File: src/hdl/prv_pkg.sv
// Shared constants for the primitive to Roe vector converter.
package prv_pkg;

    localparam int WORD = 32;
    localparam int FRAC_BITS_DEF = 16;

    localparam int CFG_IDX_W = 3;
    localparam logic [CFG_IDX_W-1:0] CFG_GAS_CONSTANT = 3'd0;
    localparam logic [CFG_IDX_W-1:0] CFG_REF_TEMPERATURE = 3'd1;
    localparam logic [CFG_IDX_W-1:0] CFG_REF_VELOCITY = 3'd2;
    localparam logic [CFG_IDX_W-1:0] CFG_HEAT_RATIO = 3'd3;
    localparam logic [CFG_IDX_W-1:0] CFG_REF_LENGTH = 3'd4;

    localparam int STATUS_W = 2;
    localparam logic [STATUS_W-1:0] ST_OK = 2'd0;
    localparam logic [STATUS_W-1:0] ST_ZERO_TEMP = 2'd1;
    localparam logic [STATUS_W-1:0] ST_SATURATED = 2'd2;

endpackage

File: src/hdl/prv_sqrt.sv
// Pipelined integer square root: one root bit per stage.
module prv_sqrt #(
    parameter int FRAC_BITS = prv_pkg::FRAC_BITS_DEF,
    parameter int SIDE_W = 1
) (
    input  logic                                            i_clk,
    input  logic                                            i_rst_n,
    input  logic                                            i_en,
    input  logic                                            i_valid,
    input  logic [prv_pkg::WORD+FRAC_BITS-1:0]              i_rad,
    input  logic [SIDE_W-1:0]                               i_side,
    output logic                                            o_valid,
    output logic [(prv_pkg::WORD+FRAC_BITS+1)/2-1:0]        o_root,
    output logic [SIDE_W-1:0]                               o_side
);

    localparam int RAD_W = prv_pkg::WORD + FRAC_BITS;
    localparam int STEPS = (RAD_W + 1) / 2;
    localparam int PAD_W = 2 * STEPS;
    localparam int RW = STEPS;

    logic              r_vld  [0:STEPS-1];
    logic [RW+1:0]     r_rem  [0:STEPS-1];
    logic [RW-1:0]     r_root [0:STEPS-1];
    logic [PAD_W-1:0]  r_rad  [0:STEPS-1];
    logic [SIDE_W-1:0] r_side [0:STEPS-1];

    for (genvar k = 0; k < STEPS; k++) begin : g_step
        logic [RW+1:0]    n_cur;
        logic [RW+1:0]    n_trial;
        logic [RW+1:0]    n_rem_in;
        logic [RW-1:0]    n_root_in;
        logic [PAD_W-1:0] n_rad_in;
        logic             n_vld_in;
        logic [SIDE_W-1:0] n_side_in;
        logic             n_ge;

        always_comb begin
            if (k == 0) begin
                n_rem_in  = '0;
                n_root_in = '0;
                n_rad_in  = PAD_W'(i_rad);
                n_vld_in  = i_valid;
                n_side_in = i_side;
            end else begin
                n_rem_in  = r_rem[(k == 0) ? 0 : k-1];
                n_root_in = r_root[(k == 0) ? 0 : k-1];
                n_rad_in  = r_rad[(k == 0) ? 0 : k-1];
                n_vld_in  = r_vld[(k == 0) ? 0 : k-1];
                n_side_in = r_side[(k == 0) ? 0 : k-1];
            end
            n_cur   = {n_rem_in[RW-1:0], n_rad_in[PAD_W-1 -: 2]};
            n_trial = {n_root_in, 2'b01};
            n_ge    = n_cur >= n_trial;
        end

        always_ff @(posedge i_clk) begin
            if (!i_rst_n) begin
                r_vld[k] <= 1'b0;
            end else if (i_en) begin
                r_vld[k] <= n_vld_in;
            end
        end

        always_ff @(posedge i_clk) begin
            if (i_en) begin
                r_rem[k]  <= n_ge ? (n_cur - n_trial) : n_cur;
                r_root[k] <= {n_root_in[RW-2:0], n_ge};
                r_rad[k]  <= n_rad_in << 2;
                r_side[k] <= n_side_in;
            end
        end
    end

    assign o_valid = r_vld[STEPS-1];
    assign o_root  = r_root[STEPS-1];
    assign o_side  = r_side[STEPS-1];

endmodule
File: config.mk
export PLATFORM = sky130hd
export DESIGN_NAME = prv_sqrt
export DESIGN_NICKNAME = d
export VERILOG_FILES = /design/src/hdl/prv_pkg.sv /design/src/hdl/prv_sqrt.sv
export SDC_FILE = /design/constraint.sdc
export NUM_CORES = 2
export LEC_CHECK = 0
export ABC_AREA = 0
export BUFFER_PORTS_ARGS = -buffer_cell sky130_fd_sc_hd__buf_2
export CAP_MARGIN = 20
export CORE_ASPECT_RATIO = 0.8
export CORE_MARGIN = 3
export CORE_UTILIZATION = 49
export DETAILED_ROUTE_END_ITERATION = 10
export GPL_TIMING_DRIVEN = 1
export PLACE_DENSITY = 0.65
export SLEW_MARGIN = 20
export SYNTH_ARGS = -nofsm -noshare
export SYNTH_HDL_FRONTEND = slang
export SYNTH_SLANG_ARGS = --single-unit
File: constraint.sdc
create_clock -name i_clk -period 10.4 [get_ports i_clk]
set_input_delay 0.52 -clock i_clk [delete_from_list [all_inputs] [get_ports i_clk]]
set_output_delay 0.52 -clock i_clk [all_outputs]
set_load 0.005 [all_outputs]
==> run summary <==
Status: finished, final reports clean
Final setup TNS: 0 ns
Final wirelength: 120,000 µm
Max Cap Viol: 0
Delay-heaviest family, CP: compound AO/OA/AOI/OAI gates
Clk sinks: 1,422
Starting Density: 49.72%
Max Buffers Root-to-Sink: 3
Congestion Overflow GR: 0
Vias per inst: 5.382
Cell taking the most area after synthesis: edfxtp_1
CTS root buffer: clkbuf_16
Synthesized area per cell: 13.30 µm²
Die Area: 136,700 µm²
Most frequent cells in the layout: 1,421 x edfxtp_1, 398 x inv_1, 329 x nand2_1
CP Data Required Time: 10.92 ns
Nets: 5,456
CP Capture Type: flip-flop
Area used by multi-input combinational logic: 20,270 µm²
Vias in the first global route: 35,686
Seq/Total Area, Yosys: 65.86%
Synth top area cells: edfxtp_1 66%, ha_1 6.3%, xnor2_1 2.9%
Crit path max-delay cell type: o41ai_1
Final-layout fill cell count: 10,569
Crit-path max cell delay: 0.63 ns
Die X: 412.6 µm
Setup Buffers After CTS: 0
Worst reg2reg path endpoint: r_rem[2][138]
IO Pins: 79
Via count: 37,292
Initial antenna violation count: 0
Netlist cell types: 83
DR WL/cell: 17.32 µm
Clk pin slew, worst setup/hold paths: 0.06 ns
Port Buf Inserts: 78
Warnings from Yosys: 0
Minimum clock period: 3.904 ns
Setup CP Type: reg2reg
Placed Area: 67,270 µm²
Hold slack: 0.09478 ns
Final hold viol count: 0
Row cnt: 118
Clk_lat worst skew: 0.77 ns
Initial drt markers: 3,320
R2r startpoint: r_rem[2][111]
First-pass GRT wire length: 193,600 µm
GR Util All Layers: 17.62%
Area share of the largest cell type after synthesis: 65.83%
Skew final: 0.02452 ns
CTS H-tree depth: 4
Slew Limit Fails: 0
Reg-to-reg setup timing slack: 6.50 ns
Hold wc startpoint: i_valid
Die height: 331.3 µm
PD cells: 213.8 nW/µm²
Most common cell after layout, fill and taps aside: edfxtp_1
Seq cells post-synth: 1,422
Worst-Margin Slew: 1.108 ns
Fmax achieved: 256.2 MHz
Antenna diode instance count: 0
Dpl hpwl: 82,790 µm
Fin crit share: 37.54%
Detail Route Antenna Nets: 0
Slew margin rel.: 26.15%
RSZ-0062 raised after global routing: no
WP buf/inv: 2
Startpoint types: flip-flop
Worst endpoint data arrival time: 4.43 ns
Cell chain of the critical path: ha_1, nand2_1, o21ai_0, or3_1, o21ai_1, o41ai_1, a2111oi_0, o21a_1, inv_1, buf_4, mux2_2
DRC viols: 0
Layout cells sized above 1: 7.709%
Initial DRT Pass Iterations: 6
Core area: 130,400 µm²
Worst Hold Class: in2reg
Worst Reg-to-Reg Cells: 11
Hold Path End: r_vld[0][0]
Mapped Cells: 4,873
Ys flop type: edfxtp_1
Number of synthesized flops with an enable pin: 1,421
CTS Buf Count: 145
GPL Wtd Cong: 0.8602
CTS tree: built
Largest net degree at the start of global routing: 193
CP max FO: 30
Post-Syn Area: 64,820 µm²
Syn Nets: 5,251
Async S/R FF share, synth: 0%
Hold path cells: 2
Worst IR Drop VDD: 0.1807 mV
Leakage: 27.67 nW
Final setup viols: 0
Synth-to-layout area growth: 11.44%
FF+latch area: 42,690 µm²
Post-route cell area: 72,240 µm²
-- how the worst max path moves through the flow --
| stage | end | depth (start not counted) | startpoint | slack (ns) |
|---|---|---|---|---|
| final | r_rem[2][138] | 11 | r_rem[2][111] | 6.50 |
| after global routing | r_rem[2][81] | 10 | r_rem[2][52] | 6.29 |
| after CTS | r_rem[1][93] | 9 | r_rem[1][64] | 6.52 |
| after detailed placement | r_rem[1][93] | 9 | r_rem[1][64] | 6.51 |
| after global placement | r_rem[1][125] | 10 | r_rem[1][78] | 6.47 |
| after floorplan | r_rem[2][173] | 11 | r_rem[2][130] | 7.14 |
-- per-stage QoR --
step	utilization [%]	instances	power, W	setup slack, ns
final	55.41	6929	0.01545	6.496
after global placement	51.59	6620	0.01053	6.475
after detailed placement	51.60	6621	0.01059	6.514
after global routing	55.41	6929	0.01626	6.286
after floorplan	-	4873	0.009721	7.139
after CTS	55.40	6929	0.01561	6.518
-- synth_stat cells (44+ instances only) --
library cell and instances:
edfxtp_1 1421, inv_1 398, nand3_1 78, nand2_1 329, o21a_1 62, nand2b_1 60, xnor2_1 217, xor2_1 200
ha_1 325, nor3_1 105, and3_1 44, a21o_1 116, mux2_2 56, clkbuf_1 75, nand4_1 48, nor2_1 281
nor2b_1 56, o21ai_0 279, nor4_1 45, a21oi_1 259
-- area by class of cell --
cell class / instances / area share (%)
repair buffers: 153 / 1.576
well taps: 1740 / 3.014
inverters: 399 / 2.073
flip-flops and latches: 1422 / 59.10
multi-input cells: 2957 / 28.06
clock inverters: 77 / 0.8782
clock buffers: 181 / 5.298
-- flip-flops by register name, indices dropped and copies added, names as in the netlist --
signal / count
r_rad: 552
r_rem: 522
r_root: 300
r_side: 24
r_vld: 24
-- kinds of logic (layout without fill, tap and decap cells) --
| kind of cell | after synthesis | in the layout | synth area share, % |
|---|---|---|---|
| XOR/XNOR | 417 | 417 | 5.634 |
| flip-flops | 1422 | 1422 | 65.86 |
| buffers and inverters | 494 | 810 | 2.919 |
| multiplexers | 63 | 63 | 1.081 |
| AO/OA/AOI/OAI | 950 | 950 | 9.107 |
| other | 1 | 1 | 0.005785 |
| AND/OR/NAND/NOR | 1201 | 1201 | 9.119 |
| adder cells (fa/ha/maj) | 325 | 325 | 6.273 |
-- where the power goes --
group          leakage (nW)  switching [W]  internal [W]
logic                  11.8        0.00162       0.00125
registers              13.7       0.000429       0.00721
clock network          2.18        0.00214       0.00279
total                  27.7        0.00419        0.0113
-- timing repair --
item / 4_1_cts / 5_1_grt
gates resized for setup: 0 / 0
hold endpoints to repair: 50 / 0
hold buffers: 50 / 0
-- routing by layer --
layer / track usage, % / vias up / share of wire (%)
li1: - / 18418 / -
met1: 26.11 / 17974 / 48
met2: 26.94 / 729 / 45
met3: 3.079 / 171 / 4.6
met4: 4.629 / 0 / 1.9
met5: 0 / - / 0
Power figures use the tool's default switching activity.
