`config.mk`:
```
export PLATFORM = sky130hd
export DESIGN_NAME = prv_div
export DESIGN_NICKNAME = d
export VERILOG_FILES = /design/src/hdl/prv_pkg.sv /design/src/hdl/prv_div.sv
export SDC_FILE = /design/constraint.sdc
export NUM_CORES = 2
export LEC_CHECK = 0
export BUFFER_PORTS_ARGS = -buffer_cell sky130_fd_sc_hd__buf_4
export CAP_MARGIN = 10
export CELL_PAD_IN_SITES_DETAIL_PLACEMENT = 0
export CELL_PAD_IN_SITES_GLOBAL_PLACEMENT = 1
export CORE_MARGIN = 10
export CORE_UTILIZATION = 40
export CTS_CLUSTER_DIAMETER = 150
export DETAILED_ROUTE_END_ITERATION = 10
export GPL_ROUTABILITY_DRIVEN = 0
export HOLD_SLACK_MARGIN = 0.05
export PLACE_DENSITY_LB_ADDON = 0.3
export SLEW_MARGIN = 15
export SYNTH_ARGS = -nofsm -noshare
export SYNTH_HDL_FRONTEND = slang
export SYNTH_MEMORY_MAX_BITS = 65536
export SYNTH_SLANG_ARGS = --single-unit
export TNS_END_PERCENT = 100
```
`constraint.sdc`:
```
create_clock -name i_clk -period 3.82 [get_ports i_clk]
set_input_delay 0 -clock i_clk [delete_from_list [all_inputs] [get_ports i_clk]]
set_output_delay 0 -clock i_clk [all_outputs]
set_load 0.005 [all_outputs]
```
`src/hdl/prv_pkg.sv`:
```
// Shared constants for the primitive to Roe vector converter.
package prv_pkg;

    localparam int WORD = 32;
    localparam int FRAC_BITS_DEF = 16;

    localparam int CFG_IDX_W = 3;
    localparam logic [CFG_IDX_W-1:0] CFG_GAS_CONSTANT = 3'd0;
    localparam logic [CFG_IDX_W-1:0] CFG_REF_TEMPERATURE = 3'd1;
    localparam logic [CFG_IDX_W-1:0] CFG_REF_VELOCITY = 3'd2;
    localparam logic [CFG_IDX_W-1:0] CFG_HEAT_RATIO = 3'd3;
    localparam logic [CFG_IDX_W-1:0] CFG_REF_LENGTH = 3'd4;

    localparam int STATUS_W = 2;
    localparam logic [STATUS_W-1:0] ST_OK = 2'd0;
    localparam logic [STATUS_W-1:0] ST_ZERO_TEMP = 2'd1;
    localparam logic [STATUS_W-1:0] ST_SATURATED = 2'd2;

endpackage

```
`src/hdl/prv_div.sv`:
```
// Pipelined fractional divider: one quotient bit per stage, with overflow check.
module prv_div #(
    parameter int FRAC_BITS = prv_pkg::FRAC_BITS_DEF,
    parameter int SIDE_W = 1
) (
    input  logic                     i_clk,
    input  logic                     i_rst_n,
    input  logic                     i_en,
    input  logic                     i_valid,
    input  logic [prv_pkg::WORD-1:0] i_num,
    input  logic [prv_pkg::WORD-1:0] i_den,
    input  logic [SIDE_W-1:0]        i_side,
    output logic                     o_valid,
    output logic [prv_pkg::WORD-1:0] o_quo,
    output logic                     o_ovf,
    output logic [SIDE_W-1:0]        o_side
);

    localparam int W = prv_pkg::WORD;

    logic              r_vld  [0:W];
    logic [W-1:0]      r_rem  [0:W];
    logic [W-1:0]      r_low  [0:W];
    logic [W-1:0]      r_quo  [0:W];
    logic [W-1:0]      r_den  [0:W];
    logic              r_ovf  [0:W];
    logic              r_zd   [0:W];
    logic [SIDE_W-1:0] r_side [0:W];

    logic n_ovf;

    // quotient reaches 2^W exactly when num * 2^F >= den * 2^W
    always_comb begin
        n_ovf = (i_num != '0) &&
                ((2*W)'(i_num) >= ((2*W)'(i_den) << (W - FRAC_BITS)));
    end

    always_ff @(posedge i_clk) begin
        if (!i_rst_n) begin
            r_vld[0] <= 1'b0;
        end else if (i_en) begin
            r_vld[0] <= i_valid;
        end
    end

    always_ff @(posedge i_clk) begin
        if (i_en) begin
            r_rem[0]  <= W'(i_num >> (W - FRAC_BITS));
            r_low[0]  <= i_num << FRAC_BITS;
            r_quo[0]  <= '0;
            r_den[0]  <= i_den;
            r_ovf[0]  <= n_ovf;
            r_zd[0]   <= (i_den == '0);
            r_side[0] <= i_side;
        end
    end

    for (genvar k = 1; k <= W; k++) begin : g_step
        logic [W:0]   n_cur;
        logic         n_ge;
        logic [W-1:0] n_rem;

        always_comb begin
            n_cur = {r_rem[k-1], r_low[k-1][W-1]};
            n_ge  = n_cur >= {1'b0, r_den[k-1]};
            n_rem = n_ge ? W'(n_cur - {1'b0, r_den[k-1]}) : n_cur[W-1:0];
        end

        always_ff @(posedge i_clk) begin
            if (!i_rst_n) begin
                r_vld[k] <= 1'b0;
            end else if (i_en) begin
                r_vld[k] <= r_vld[k-1];
            end
        end

        always_ff @(posedge i_clk) begin
            if (i_en) begin
                r_rem[k]  <= n_rem;
                r_low[k]  <= r_low[k-1] << 1;
                r_quo[k]  <= {r_quo[k-1][W-2:0], n_ge};
                r_den[k]  <= r_den[k-1];
                r_ovf[k]  <= r_ovf[k-1];
                r_zd[k]   <= r_zd[k-1];
                r_side[k] <= r_side[k-1];
            end
        end
    end

    assign o_valid = r_vld[W];
    assign o_ovf   = r_ovf[W];
    assign o_side  = r_side[W];
    // saturate on overflow, zero for zero over zero
    assign o_quo   = r_ovf[W] ? '1 : (r_zd[W] ? '0 : r_quo[W]);

endmodule

```
==> results.cfg <==
[outcome]
outcome = finished, final reports clean

[timing]
layout_min_cycle_time_ps = 3795
hold_viol_final = 0
grt_setup_unrepaired = yes
skew_ps = 63.13
setup_viol = 0
slew_headroom_pct = 30.55
setup_slack_ps = 24.54
hold_ws_ps = 147.7
final.setup.tns_ps = 0
slew_violations = 0
worst_pin_slew_ps = 1042
fmax_mhz = 263.5
period_share_pct = 99.36

[clock_tree]
clkLatencyLatePin_ps = 960
cts_buffers = 322
clk_path_buf_depth = 4
cts_max_level = 5
clkSlewWorstSetupHoldPaths_ps = 50
cts_tree = yes
clockRootBuffer = clkbuf_16
cts_sinks = 2828

[detailed_routing]
drcViolationCount = 0
avgRoutedWirePerCell_um = 19.01
first_iter_violations = 6890
vias_per_cell = 5.252
dr.pass1.iters = 6
wl_um = 354400
ant_nets = 0
dr_total_vias = 97889

[layout]
fillers = 32926
fin_nets = 14556
area_growth_pct = 16.40
utilization_pct = 46.76
drive_gt1_share_pct = 12.96

[logic_synthesis]
yosysUniqueCellTypes = 87
synth_warnings = 0
syn_inst = 12524
synthArstFlopShare_pct = 0
synth.area.top_cells = edfxtp_1, ha_1, a21oi_1
synth_common_cells = edfxtp_1, inv_1, ha_1, a21oi_1, nand2_1
syn_nets = 13648
ys_ff_latch = 2828
seq_area_frac_synth_pct = 57.26
synthFlopType = edfxtp_1
avgSynthCellArea_sq_um = 11.84
yosysTopAreaCellShare_pct = 57.24
yosysMostFrequentCell = edfxtp_1
yosys.area.top_type = edfxtp_1
synth_edf_count = 2827
syn_area_sq_um = 148300

[critical_path]
arrival_ps = 4440
critPathRequiredTime_ps = 4460
path_common_cell = a21oi_2
crit_fanout = 6
path_delay_family = compound AO/OA/AOI/OAI gates
crit_chain = ha_4, buf_4, a221o_1, a21oi_2, nor2b_2, or3_4, o21ba_4, a311o_1, a41o_1, a21oi_2, o21ai_4, clkbuf_16, mux2_4
cp_slowest_cell = edfxtp_1
end_kind = flip-flop
worst_setup_path_start_kind = flip-flop
cp.buffers_inverters = 2
slowest_delay_ps = 440
path_class = flip-flop to flip-flop

[floorplan]
start_util_pct = 40.17
io_pins = 104
die_h_um = 628.9
rows = 223
core-area_sq_um = 369100
die-area_sq_um = 395500
die_x_um = 628.9

[pwr]
cellLeakagePower_nw = 70.22
peakVddDrop_mv = 0.4501
powerDensity_nw_per_um2 = 829.6

[global_routing]
gr-total-overflow = 0
met2_usage_pct = 30.45
track_usage_pct = 17.05
grt_antenna_before_repair = 7
grt_pass1_wl_um = 547500
grt_start_max_net_pins = 170
gr-usage-met3_pct = 2.197
grt_pass1_vias = 97096
grt_busiest_layer = met2
met1_usage_pct = 21.49

[placed_design]
preCtsSetupSlack_ps = -121.5
dpl.hpwl_um = 263000
port-buffer-count = 103

[run]
cap_viol_max_count = 0

[hold_path]
hold_class = primary input to flip-flop
==> power breakdown <==
group	internal (mW)	switching (mW)	leakage, nW
logic	29.5	34.0	37.5
registers	44.7	4.88	27.7
clock network	17.5	12.6	4.99
total	91.8	51.4	70.2
==> per-layer routing <==
| metal | vias to the layer above | routed length, um |
|---|---|---|
| li1 | 47830 | - |
| met1 | 47288 | 151000 |
| met2 | 2128 | 176900 |
| met3 | 643 | 14620 |
| met4 | 0 | 11850 |
| met5 | - | 0 |
==> layout make-up <==
cell class              count  area, sq um  share of cell area (%)
inverters                1262         4737                   2.744
flip-flops and latches   2828        84910                   49.19
multi-input cells        8155        58790                   34.05
clock inverters           189         1799                   1.042
diodes                      4        10.01                0.005799
clock buffers             389         8437                   4.887
well taps                4950         6193                   3.588
repair buffers            863         7747                   4.488
==> sequential cells by signal, indices dropped and copies added, names as in the netlist <==
| name | flops |
|---|---|
| r_quo | 528 |
| r_ovf | 33 |
| r_low | 136 |
| r_den | 1024 |
| r_rem | 1008 |
| r_side | 33 |
| r_vld | 33 |
| r_zd | 33 |
==> layout by cell type (no fill, tap or decap), types with 127 or more instances in the layout <==
cell / instances
xnor2_1: 460
nor3_1: 127
nand3_1: 190
nor2b_1: 153
nand2b_1: 146
nor2_1: 714
nand2_1: 856
clkbuf_16: 333
a21oi_1: 965
o21ai_0: 759
mux2_2: 304
dlygate4sd3_1: 139
buf_4: 649
a21o_1: 524
ha_1: 1009
inv_1: 1253
nand4_1: 146
o21a_1: 155
edfxtp_1: 2827
xor2_1: 347
==> timing repair <==
item / 4_1_cts / 5_1_grt
pin swaps: 14 / 60
cloned: 3 / 4
hold buffers: 139 / 0
setup buffers: 5 / 39
setup endpoints to repair: 113 / 734
resized for setup: 36 / 210
hold endpoints to repair: 1137 / 0
==> cell families after synthesis <==
family | count (synthesis) | synth area share (%)
compound gates | 3224 | 13.56
fa+ha+maj | 1055 | 9.058
mux | 371 | 2.863
buf+inv | 1541 | 3.939
simple gates | 2698 | 8.556
flops | 2828 | 57.26
xor+xnor | 807 | 4.766
==> worst register-to-register path, stage by stage (launching register included) <==
cell       delay, ps
edfxtp_1         440
ha_4             290
buf_4            140
a221o_1          380
a21oi_2          150
nor2b_2           60
or3_4            380
o21ba_4          220
a311o_1          330
a41o_1           250
a21oi_2          190
o21ai_4          150
clkbuf_16        250
mux2_4           300
==> final timing paths <==
path,startpoint,endpoint,slack (ps),cells after the start
max,r_rem[0][268],r_rem[0][296],20,13
min,i_en,r_rem[0][15],150,2
max reg2reg,r_rem[0][268],r_rem[0][296],20,13
min reg2reg,r_quo[25][19],r_quo[26][20],390,0
==> per-stage QoR <==
| stage | cells | total power [mW] | cell area, sq um |
|---|---|---|---|
| after floorplan | 12524 | 91.58 | 148300 |
| after global placement | 17869 | 110.3 | 159400 |
| after detailed placement | 17869 | 111.2 | 159400 |
| after CTS | 18593 | 142.8 | 171300 |
| after global routing | 18637 | 153.0 | 172600 |
| final | 18640 | 143.2 | 172600 |
Power figures use the tool's default switching activity.
